File: src/hdl/bpc_pkg.sv
// ----------------------------------------------------------------------------
// bpc_pkg
// Types and constants shared by the button press and hold classifier.
// ----------------------------------------------------------------------------
package bpc_pkg;

    localparam int unsigned CFG_W  = 16;
    localparam int unsigned CODE_W = 3;
    localparam int unsigned ADDR_W = 4;
    localparam int unsigned APB_W  = 32;

    // Event kinds carried in tuser.
    typedef enum logic [1:0] {
        MODE_TICK = 2'd0,
        MODE_RISE = 2'd1,
        MODE_FALL = 2'd2,
        MODE_READ = 2'd3
    } t_mode;

    // Reported button codes.
    localparam logic [CODE_W-1:0] CODE_IDLE    = 3'd0;
    localparam logic [CODE_W-1:0] CODE_PRESSED = 3'd3;
    localparam logic [CODE_W-1:0] CODE_SHORT   = 3'd4;
    localparam logic [CODE_W-1:0] CODE_MID     = 3'd5;
    localparam logic [CODE_W-1:0] CODE_LONG    = 3'd6;

    // Register indexes (byte address divided by four).
    localparam logic [1:0] REG_PRESS      = 2'd0;
    localparam logic [1:0] REG_HOLD_SHORT = 2'd1;
    localparam logic [1:0] REG_HOLD_MID   = 2'd2;
    localparam logic [1:0] REG_HOLD_LONG  = 2'd3;

    localparam logic [CFG_W-1:0] RST_PRESS      = 16'd5;
    localparam logic [CFG_W-1:0] RST_HOLD_SHORT = 16'd100;
    localparam logic [CFG_W-1:0] RST_HOLD_MID   = 16'd500;
    localparam logic [CFG_W-1:0] RST_HOLD_LONG  = 16'd2000;

    typedef struct packed {
        logic [CFG_W-1:0] press_count;
        logic [CFG_W-1:0] hold_short_count;
        logic [CFG_W-1:0] hold_mid_count;
        logic [CFG_W-1:0] hold_long_count;
    } t_cfg;

    // One event as it enters the classifier stage.
    typedef struct packed {
        logic  fire;
        t_mode mode;
        logic  pin;
    } t_event;

endpackage

File: src/hdl/button_press_hold_classifier_core.sv
// ----------------------------------------------------------------------------
// button_press_hold_classifier_core
// Debounces an active-low button and grades how long it is held.
// ----------------------------------------------------------------------------
//  channel  | direction | payload
//  s_axis   | in        | tdata[0] pin_level, tuser[1:0] mode
//  m_axis   | out       | tdata[2:0] button_code (only for read events)
//  apb      | in/out    | four 16-bit thresholds at byte addresses 0,4,8,12
//
//  One event is taken per cycle into the input register unless stalled;
//  the classifier updates its state as the event leaves it, and a read
//  result is registered for m_axis. A read waits in the input register
//  while the output register is full and not being drained, and the events
//  behind it wait with it; other events never stall. Reset is synchronous and
//  returns all thresholds to their defaults and the classifier to idle.
// ----------------------------------------------------------------------------
module button_press_hold_classifier_core #(
    parameter int unsigned COUNT_WIDTH = 16
) (
    input  logic                       i_clk,
    input  logic                       i_rst_n,
    // Input events.
    input  logic                       i_s_axis_tvalid,
    output logic                       o_s_axis_tready,
    input  logic [7:0]                 i_s_axis_tdata,  // [0] pin_level
    input  logic [1:0]                 i_s_axis_tuser,  // [1:0] mode
    // Results.
    output logic                       o_m_axis_tvalid,
    input  logic                       i_m_axis_tready,
    output logic [7:0]                 o_m_axis_tdata,  // [2:0] button_code
    // Configuration.
    input  logic                       psel,
    input  logic                       penable,
    input  logic                       pwrite,
    input  logic [bpc_pkg::ADDR_W-1:0] paddr,
    input  logic [bpc_pkg::APB_W-1:0]  pwdata,
    output logic [bpc_pkg::APB_W-1:0]  prdata,
    output logic                       pready
);
    import bpc_pkg::*;

    t_cfg              w_cfg;
    t_event            w_evt;
    logic [CODE_W-1:0] w_code;

    logic              r_in_valid;
    t_mode             r_in_mode;
    logic              r_in_pin;
    logic              r_out_valid;
    logic [CODE_W-1:0] r_out_code;

    logic              w_out_free;
    logic              w_fire;
    logic              w_is_read;

    bpc_cfg_regs u_regs (
        .i_clk   (i_clk),
        .i_rst_n (i_rst_n),
        .psel    (psel),
        .penable (penable),
        .pwrite  (pwrite),
        .paddr   (paddr),
        .pwdata  (pwdata),
        .prdata  (prdata),
        .pready  (pready),
        .o_cfg   (w_cfg)
    );

    assign w_is_read  = (r_in_mode == MODE_READ);
    assign w_out_free = !r_out_valid || i_m_axis_tready;
    assign w_fire     = r_in_valid && (!w_is_read || w_out_free);
    assign o_s_axis_tready = !r_in_valid || w_fire;

    assign w_evt.fire = w_fire;
    assign w_evt.mode = r_in_mode;
    assign w_evt.pin  = r_in_pin;

    bpc_engine #(
        .COUNT_WIDTH (COUNT_WIDTH)
    ) u_engine (
        .i_clk   (i_clk),
        .i_rst_n (i_rst_n),
        .i_cfg   (w_cfg),
        .i_evt   (w_evt),
        .o_code  (w_code)
    );

    always_ff @(posedge i_clk) begin
        if (!i_rst_n) begin
            r_in_valid  <= 1'b0;
            r_out_valid <= 1'b0;
        end else begin
            if (o_s_axis_tready) begin
                r_in_valid <= i_s_axis_tvalid;
            end
            if (w_fire && w_is_read) begin
                r_out_valid <= 1'b1;
            end else if (i_m_axis_tready) begin
                r_out_valid <= 1'b0;
            end
        end
    end

    always_ff @(posedge i_clk) begin
        if (i_s_axis_tvalid && o_s_axis_tready) begin
            r_in_mode <= t_mode'(i_s_axis_tuser);
            r_in_pin  <= i_s_axis_tdata[0];
        end
        if (w_fire && w_is_read) begin
            r_out_code <= w_code;
        end
    end

    assign o_m_axis_tvalid = r_out_valid;
    assign o_m_axis_tdata  = {{(8-CODE_W){1'b0}}, r_out_code};

endmodule

File: src/hdl/bpc_cfg_regs.sv
// ----------------------------------------------------------------------------
// bpc_cfg_regs
// APB register file holding the press and hold thresholds.
// ----------------------------------------------------------------------------
module bpc_cfg_regs (
    input  logic                       i_clk,
    input  logic                       i_rst_n,
    input  logic                       psel,
    input  logic                       penable,
    input  logic                       pwrite,
    input  logic [bpc_pkg::ADDR_W-1:0] paddr,
    input  logic [bpc_pkg::APB_W-1:0]  pwdata,
    output logic [bpc_pkg::APB_W-1:0]  prdata,
    output logic                       pready,
    output bpc_pkg::t_cfg              o_cfg
);
    import bpc_pkg::*;

    t_cfg       r_cfg;
    logic       w_wr;
    logic [1:0] w_idx;
    logic [CFG_W-1:0] w_rd;

    assign pready = 1'b1;
    assign w_wr   = psel && penable && pwrite;
    // The two low address bits are not decoded.
    assign w_idx  = paddr[3:2];

    always_ff @(posedge i_clk) begin
        if (!i_rst_n) begin
            r_cfg.press_count      <= RST_PRESS;
            r_cfg.hold_short_count <= RST_HOLD_SHORT;
            r_cfg.hold_mid_count   <= RST_HOLD_MID;
            r_cfg.hold_long_count  <= RST_HOLD_LONG;
        end else if (w_wr) begin
            case (w_idx)
                REG_PRESS:      r_cfg.press_count      <= pwdata[CFG_W-1:0];
                REG_HOLD_SHORT: r_cfg.hold_short_count <= pwdata[CFG_W-1:0];
                REG_HOLD_MID:   r_cfg.hold_mid_count   <= pwdata[CFG_W-1:0];
                REG_HOLD_LONG:  r_cfg.hold_long_count  <= pwdata[CFG_W-1:0];
                default:        r_cfg <= r_cfg;
            endcase
        end
    end

    always_comb begin
        case (w_idx)
            REG_PRESS:      w_rd = r_cfg.press_count;
            REG_HOLD_SHORT: w_rd = r_cfg.hold_short_count;
            REG_HOLD_MID:   w_rd = r_cfg.hold_mid_count;
            REG_HOLD_LONG:  w_rd = r_cfg.hold_long_count;
            default:        w_rd = '0;
        endcase
    end

    assign prdata = {{(APB_W-CFG_W){1'b0}}, w_rd};
    assign o_cfg  = r_cfg;

endmodule

File: src/hdl/bpc_engine.sv
// ----------------------------------------------------------------------------
// bpc_engine
// Press phase, hold counter and reported code, updated once per event.
// ----------------------------------------------------------------------------
module bpc_engine #(
    parameter int unsigned COUNT_WIDTH = 16
) (
    input  logic                       i_clk,
    input  logic                       i_rst_n,
    input  bpc_pkg::t_cfg              i_cfg,
    input  bpc_pkg::t_event            i_evt,
    output logic [bpc_pkg::CODE_W-1:0] o_code
);
    import bpc_pkg::*;

    localparam int unsigned CMP_W = (COUNT_WIDTH > CFG_W) ? COUNT_WIDTH : CFG_W;

    typedef enum logic [1:0] {
        PH_IDLE    = 2'd0,
        PH_PENDING = 2'd1,
        PH_HELD    = 2'd2
    } t_phase;

    t_phase                 r_phase,    n_phase;
    logic [CODE_W-1:0]      r_reported, n_reported;
    logic [COUNT_WIDTH-1:0] r_tick,     n_tick;

    logic                   w_moved;
    logic [COUNT_WIDTH-1:0] w_inc;
    logic [CMP_W-1:0]       w_cnt;

    assign w_moved = (r_tick != {COUNT_WIDTH{1'b1}});
    assign w_inc   = w_moved ? (r_tick + COUNT_WIDTH'(1)) : r_tick;
    assign w_cnt   = CMP_W'(w_inc);

    always_comb begin
        n_phase    = r_phase;
        n_reported = r_reported;
        n_tick     = r_tick;
        if (i_evt.fire) begin
            case (i_evt.mode)
                MODE_TICK: begin
                    if (r_phase == PH_PENDING) begin
                        n_tick = w_inc;
                        if (w_moved && w_cnt == CMP_W'(i_cfg.press_count)) begin
                            if (!i_evt.pin) begin
                                n_reported = CODE_PRESSED;
                                n_phase    = PH_HELD;
                            end else begin
                                n_phase    = PH_IDLE;
                                n_reported = CODE_IDLE;
                                n_tick     = '0;
                            end
                        end
                    end else if (r_phase == PH_HELD) begin
                        if (!i_evt.pin) begin
                            n_tick = w_inc;
                            // Short level wins over medium, medium over long.
                            if (w_moved) begin
                                if (w_cnt == CMP_W'(i_cfg.hold_short_count)) begin
                                    n_reported = CODE_SHORT;
                                end else if (w_cnt == CMP_W'(i_cfg.hold_mid_count)) begin
                                    n_reported = CODE_MID;
                                end else if (w_cnt == CMP_W'(i_cfg.hold_long_count)) begin
                                    n_reported = CODE_LONG;
                                end
                            end
                        end else begin
                            n_phase    = PH_IDLE;
                            n_reported = CODE_IDLE;
                            n_tick     = '0;
                        end
                    end
                end
                MODE_RISE: begin
                    if (r_phase != PH_PENDING) begin
                        n_phase    = PH_IDLE;
                        n_reported = CODE_IDLE;
                        n_tick     = '0;
                    end
                end
                MODE_FALL: begin
                    if (r_phase == PH_IDLE) begin
                        n_phase    = PH_PENDING;
                        n_reported = CODE_IDLE;
                        n_tick     = '0;
                    end
                end
                MODE_READ: begin
                    n_reported = CODE_W'(r_phase);
                end
                default: begin
                    n_phase = r_phase;
                end
            endcase
        end
    end

    always_ff @(posedge i_clk) begin
        if (!i_rst_n) begin
            r_phase    <= PH_IDLE;
            r_reported <= CODE_IDLE;
            r_tick     <= '0;
        end else begin
            r_phase    <= n_phase;
            r_reported <= n_reported;
            r_tick     <= n_tick;
        end
    end

    assign o_code = r_reported;

`ifndef SYNTH
    // The counter only runs while a press is pending or held.
    a_idle_zero: assert property (@(posedge i_clk) disable iff (!i_rst_n)
        r_phase == PH_IDLE |-> r_tick == '0)
        else $error("tick counter nonzero while idle");

    // A read leaves the phase code behind.
    a_read_swap: assert property (@(posedge i_clk) disable iff (!i_rst_n)
        i_evt.fire && i_evt.mode == MODE_READ |=> r_reported == CODE_W'($past(r_phase)))
        else $error("read did not load phase code");

    // While held with the pin low, the counter never goes backward.
    a_hold_mono: assert property (@(posedge i_clk) disable iff (!i_rst_n)
        i_evt.fire && i_evt.mode == MODE_TICK && r_phase == PH_HELD && !i_evt.pin
        |=> r_tick >= $past(r_tick) && r_phase == PH_HELD)
        else $error("held counter went backward");
`endif

endmodule

File: config.mk
export PLATFORM = sky130hd
export DESIGN_NAME = button_press_hold_classifier_core
export DESIGN_NICKNAME = d
export VERILOG_FILES = /design/src/hdl/bpc_pkg.sv /design/src/hdl/button_press_hold_classifier_core.sv /design/src/hdl/bpc_cfg_regs.sv /design/src/hdl/bpc_engine.sv
export SDC_FILE = /design/constraint.sdc
export NUM_CORES = 1
export LEC_CHECK = 0
export ABC_AREA = 0
export BUFFER_PORTS_ARGS = -buffer_cell sky130_fd_sc_hd__buf_4
export CAP_MARGIN = 10
export CORE_AREA = 8 8 156 158
export CTS_BUF_LIST = sky130_fd_sc_hd__clkbuf_8 sky130_fd_sc_hd__clkbuf_16
export DETAILED_ROUTE_END_ITERATION = 8
export DIE_AREA = 0 0 164 166
export PLACE_DENSITY = 0.55
export SYNTH_ARGS = -nofsm -noshare
export SYNTH_HDL_FRONTEND = slang
export SYNTH_SLANG_ARGS = --single-unit
File: constraint.sdc
create_clock -name i_clk -period 5 [get_ports i_clk]
set_clock_uncertainty 0.2 [all_clocks]
set_input_delay 1 -clock i_clk [delete_from_list [all_inputs] [get_ports i_clk]]
set_output_delay 1 -clock i_clk [all_outputs]
set_load 0.02 [all_outputs]
# Yosys cells after proc, flatten, opt, wreduce, memory -nomap -nowiden
# Cells that the tools add are included.
[classes] addsub=1 n_eq_ne=21 n_mux=31 n_reduce_logical=24
[op_table] cell="$mux 16" count=7
[op_table] cell="$eq 16x16->1" count=4
[op_table] cell="$pmux 16 s4" count=1
[op_table] cell="$pmux 16 s3" count=1
[op_table] cell="$mux 3" count=10
[op_table] cell="$add 16x1->16 const B" count=1
[op_table] cell="$mux 2" count=8
[op_table] cell="$ne 16x16->1 const B" count=1
[op_table] cell="$reduce_and 7->1" count=2
[op_table] cell="$pmux 3 s4" count=1
[op_table] cell="$eq 2x2->1 const B" count=5
[op_table] cell="$reduce_and 2->1" count=4
[op_table] cell="$eq 2x1->1 const B" count=3
[op_table] cell="$logic_and 1x1->1" count=6
[op_table] cell="$logic_not 2->1" count=3
[op_table] cell="$ne 2x1->1 const B" count=3
[op_table] cell="$ne 6x2->1 const B" count=1
[op_table] cell="$pmux 2 s3" count=1
[op_table] cell="$reduce_and 5->1" count=1
[op_table] cell="$ne 4x2->1 const B" count=1
[op_table] cell="$logic_not 1->1" count=3
[op_table] cell="$logic_or 1x1->1" count=3
[op_table] cell="$ne 3x1->1 const B" count=1
[op_table] cell="$ne 3x2->1 const B" count=1
[op_table] cell="4 further kinds" count=5
[word_totals] register_bits=93 in_bits=53 out_inout_bits=43 word_cells=89

# Logic depth before layout (Yosys ltp)
[logic_depth] word_depth=11 depth_mapped=14 ltp_nobuf=11

# Hierarchy
# A second synthesis with hierarchy kept.
[hier_totals] hier_cells=866 hier_area_um2=7156.9
[modules_own_cells] mod="bpc_engine" n_inst=1 cells_per_inst=553 area_per_inst_um2=3766.1
[modules_own_cells] mod="bpc_cfg_regs" n_inst=1 cells_per_inst=287 area_per_inst_um2=3045.4
[modules_own_cells] mod="button_press_hold_classifier_core" n_inst=1 cells_per_inst=26 area_per_inst_um2=345.3

# Worst setup path after synthesis
# No wires, ideal clock.
[synth_timing] path_kind="input port to output port" startpoint="input paddr[2] (netlist name)" endpoint="output prdata[10] (netlist name)" t_arrival_ns=2.629 required_ns=3.800 setup_slack_ns=1.171 path_stages=3 n_path_buf=2 path_cell_list="buf_1 buf_1 mux4_2"
[synth_between] elab_chain_len=2
[synth_rtl] element="from (decl)" line_no="button_press_hold_classifier_core.sv:35" text="input logic [bpc_pkg::ADDR_W-1:0] paddr,"
[synth_rtl] element="$eq 2x2->1 (tied with other cells)" line_no="bpc_cfg_regs.sv:47" text="case (w_idx)"
[synth_rtl] element="$pmux 16 s4 (*)" line_no="bpc_cfg_regs.sv:47"
[synth_rtl] element="to (decl)" line_no="button_press_hold_classifier_core.sv:37" text="output logic [bpc_pkg::APB_W-1:0] prdata,"
# Mark *: on every way between the ends. The rest lies on a longest branch, timed or not.

# Worst setup path in the final report
[layout_timing] startpoint="register u_engine.r_tick[0]" endpoint="register u_engine.r_reported[1], in the netlist u_engine.o_code[1]"
[layout_between] elab_chain_len=10
[layout_rtl] element="from (decl)" line_no="bpc_engine.sv:26" text="logic [COUNT_WIDTH-1:0] r_tick, n_tick;"
[layout_rtl] element="from (signal assigned)" line_no="bpc_engine.sv:107" text="r_tick <= n_tick;"
[layout_rtl] element="$add 16x1->16 or $ne 16x16->1 (tied branches)" line_no="bpc_engine.sv:33, bpc_engine.sv:32"
[layout_rtl] element="$mux 16" line_no="bpc_engine.sv:33" text="assign w_inc = w_moved ? (r_tick + COUNT_WIDTH'(1)) : r_tick;"
[layout_rtl] element="$eq 16x16->1" line_no="bpc_engine.sv:62" text="end else if (w_cnt == CMP_W'(i_cfg.hold_mid_count)) begin"
[layout_rtl] element="$mux 3" line_no="bpc_engine.sv:62"
[layout_rtl] element="$mux 3" line_no="bpc_engine.sv:60" text="if (w_cnt == CMP_W'(i_cfg.hold_short_count)) begin"
[layout_rtl] element="$mux 3" line_no="bpc_engine.sv:59" text="if (w_moved) begin"
[layout_rtl] element="$mux 3" line_no="bpc_engine.sv:56" text="if (!i_evt.pin) begin"
[layout_rtl] element="$mux 3" line_no="bpc_engine.sv:55" text="end else if (r_phase == PH_HELD) begin"
[layout_rtl] element="$mux 3" line_no="bpc_engine.sv:43" text="if (r_phase == PH_PENDING) begin"
[layout_rtl] element="$pmux 3 s4" line_no="bpc_engine.sv:41" text="case (i_evt.mode)"
[layout_rtl] element="to (signal assigned)" line_no="bpc_engine.sv:106" text="r_reported <= n_reported;"
[layout_rtl] element="to (decl)" line_no="bpc_engine.sv:25" text="logic [CODE_W-1:0] r_reported, n_reported;"
# Parallel ways exist; a longest one is shown, timed or not. The select of a mux whose other input is x is not followed.
# A chain may end at the register's enable or synchronous reset.

==> reports/qor.txt <==
Vias in the first global route = 6282
Core ar. = 22090 um^2
Worst Setup End Kind = register
Final Setup Violations = 0
Max VDD drop = 0.0001843 V
DR pass1 iterations = 5
Multiplexer area fraction after synthesis = 7.172%
Synth Area in XOR/XNOR = 6.708%
Sink Count = 93
Setup CP Type = reg -> reg
Fillers = 2350
CTS clk-pin slew, worst paths = 0.07 ns
DRC = 0
Crit Path Max Fanout = 19
CTS tree = done
Routed Antenna Nets = 0
CP required = 5.05 ns
Cell Area, Synth = 6472 um^2
Num CTS Buffers = 9
Final hold violations = 0
Die width = 164 um
WL final = 24.36 mm
Gates resized, CTS repair = 0
Largest family of logic cells by synthesized area = simple AND/OR/NAND/NOR gates
Post-synthesis compound-gate area fraction = 18.83%
Pre-CTS WS = 0.9692 ns
Arr. time, crit path = 4.14 ns
Die ar. = 27220 um^2
Max Cap Viol = 0
Final cycle utilization of the critical path = 81.91%
Tmin final = 4.096 ns
Synthesized instance count = 847
Nets = 942
Hold slack = 0.2372 ns
Die H = 166 um
Sequential area share after synthesis = 29.69%
Synth top cells by count = nand2_1 (163), a21oi_1 (90), dfxtp_1 (87), nand3_1 (45), nor2_1 (45)
Setup TNS = 0 ns
Worst-margin pin slew = 0.8599 ns
Share of cells above drive strength 1 = 16.01%
H-tree Lvls = 3
Initial Utilization = 29.30%
Worst Hold Class = reg -> reg
Largest net degree at the start of global routing = 44
Flops & latches, synth = 93
DP Wirelength = 18.52 mm
DRT iter0 DRCs = 595
Layout area overhead = 14.98%
Simple-gate area share of the yosys netlist = 28.47%
Top cells by area, synth = dfxtp_1 (27%), nand2_1 (9.5%), a21oi_1 (7.0%)
RSZ-0062 raised after global routing = false
Clk buf depth = 2
Vias = 6506
Final worst slack = 0.9044 ns
Row Count = 55
# hold bufs at CTS = 0
Ant diodes = 0
Number of flops mapped to enable cells by yosys = 6
Count leader, synth = nand2_1
Clk Tree Root Cell = clkbuf_16
Clk_lat worst skew = 0.36 ns
First-pass GRT wire length = 37.88 mm
CP Launch Type = register
Gpl congestion = 0.9998
R2R setup slack = 0.90 ns
PortBufs = 48
Static leakage = 2.658 nW
Adder-Cell Fraction of Synth Area = 1.353%
Initial antenna violation count = 0
Status = complete, no violations
Count of pins over their slew limit = 0
Synth unique cells = 75
Leading area contributor after synthesis = dfxtp_1
Total GRT Usage = 17.86%
GRT Residual Overflow = 0
Power Dens Cells = 223.4 nW/um^2
Worst rel slew slack = 42.26%
Final core utilization = 33.69%
Average size of a mapped cell = 7.642 um^2
Max Clk Rate = 244.2 MHz
Post-CTS repair timing setup buffer count = 0
I/O pins = 96
Async SR Flop Fraction = 0%
Synth Flop Type = dfxtp_1
Yosys Warn Count = 0
Via/cell ratio = 5.551
Post-synth top area share = 26.91%
DR WL/cell = 20.79 um
critical path, cell delays in order (launching register included):
cell and delay (ns):
dfxtp_1 0.31, ha_1 0.21, buf_4 0.21, and3_1 0.29, a31oi_1 0.54, or2_2 0.29
o32ai_1 0.10, or4_1 0.54, nor4_2 0.44, a32o_2 0.23, nand2_2 0.07, a31oi_4 0.20
mux2_1 0.34
per-layer routing:
metal	routed length, um	vias to the layer above	GRT usage, %
li1	-	3069	-
met1	10360	3123	23.27
met2	11260	256	27.43
met3	1827	58	4.140
met4	923	0	8.146
met5	0	-	0
stage by stage:
stage / instance area, um^2 / cells / total power (W)
finish: 7442 / 1172 / 0.001663
global route: 7442 / 1172 / 0.001713
CTS: 7442 / 1172 / 0.001669
detailed placement: 7142 / 1156 / 0.0009602
global placement: 7142 / 1156 / 0.0009601
floorplan: 6548 / 867 / 0.0009042
cells by family after synthesis:
family / count (synthesis)
flip-flops: 93
multiplexers: 26
adder cells (fa/ha/maj): 7
other: 2
AND/OR/NAND/NOR: 376
XOR/XNOR: 48
AO/OA/AOI/OAI: 192
buffers and inverters: 103
cell usage in the layout (no fill, tap or decap), types with 8 or more instances in the layout:
cell,Yosys,routed
nor3_1,22,21
nor4_1,9,9
o211ai_1,8,8
xor2_1,12,12
or3_1,8,8
o21ai_0,27,27
nand2b_1,8,8
nand4_1,14,14
nor2_1,45,45
dfxtp_1,87,87
mux4_2,16,16
and3_1,13,13
nand3_1,45,45
conb_1,2,22
a21oi_1,90,90
buf_4,25,87
clkbuf_16,0,9
xnor2_1,35,35
a31oi_1,9,9
nand2_1,163,163
inv_1,20,20
layout make-up:
cell class / count / area (um^2) / area share (%)
multi-input cells: 671 / 4135 / 55.56
well taps: 285 / 356.6 / 4.792
clock inverters: 7 / 75.07 / 1.009
repair buffers: 87 / 653.1 / 8.776
inverters: 20 / 75.07 / 1.009
clock buffers: 9 / 225.2 / 3.026
flip-flops and latches: 93 / 1922 / 25.82
path summary, 6_finish.rpt:
path,start,to,depth (start not counted)
worst max-delay path,u_engine.r_tick[0],u_engine.o_code[1],12
worst min-delay path,u_engine.o_code[0],r_out_code[0],0
worst max register to register,u_engine.r_tick[0],u_engine.o_code[1],12
worst min register to register,u_engine.o_code[0],r_out_code[0],0
power breakdown:
| part | switching [W] | internal [W] | leakage (nW) | total (W) |
|---|---|---|---|---|
| combinational | 0.000106 | 0.0000626 | 1.75 | 0.000169 |
| clock | 0.000328 | 0.000392 | 0.149 | 0.000720 |
| sequential | 0.0000155 | 0.000759 | 0.757 | 0.000774 |
| total | 0.000450 | 0.00121 | 2.66 | 0.00166 |
state kept, by name, indices dropped and copies added (netlist names):
name and cells:
u_regs.o_cfg 64, u_engine.r_tick 16, r_out_code 3, u_engine.o_code 3, r_in_mode 2, u_engine.r_phase 2, o_m_axis_tvalid 1, r_in_pin 1
r_in_valid 1
(Power assumes the default switching activity.)
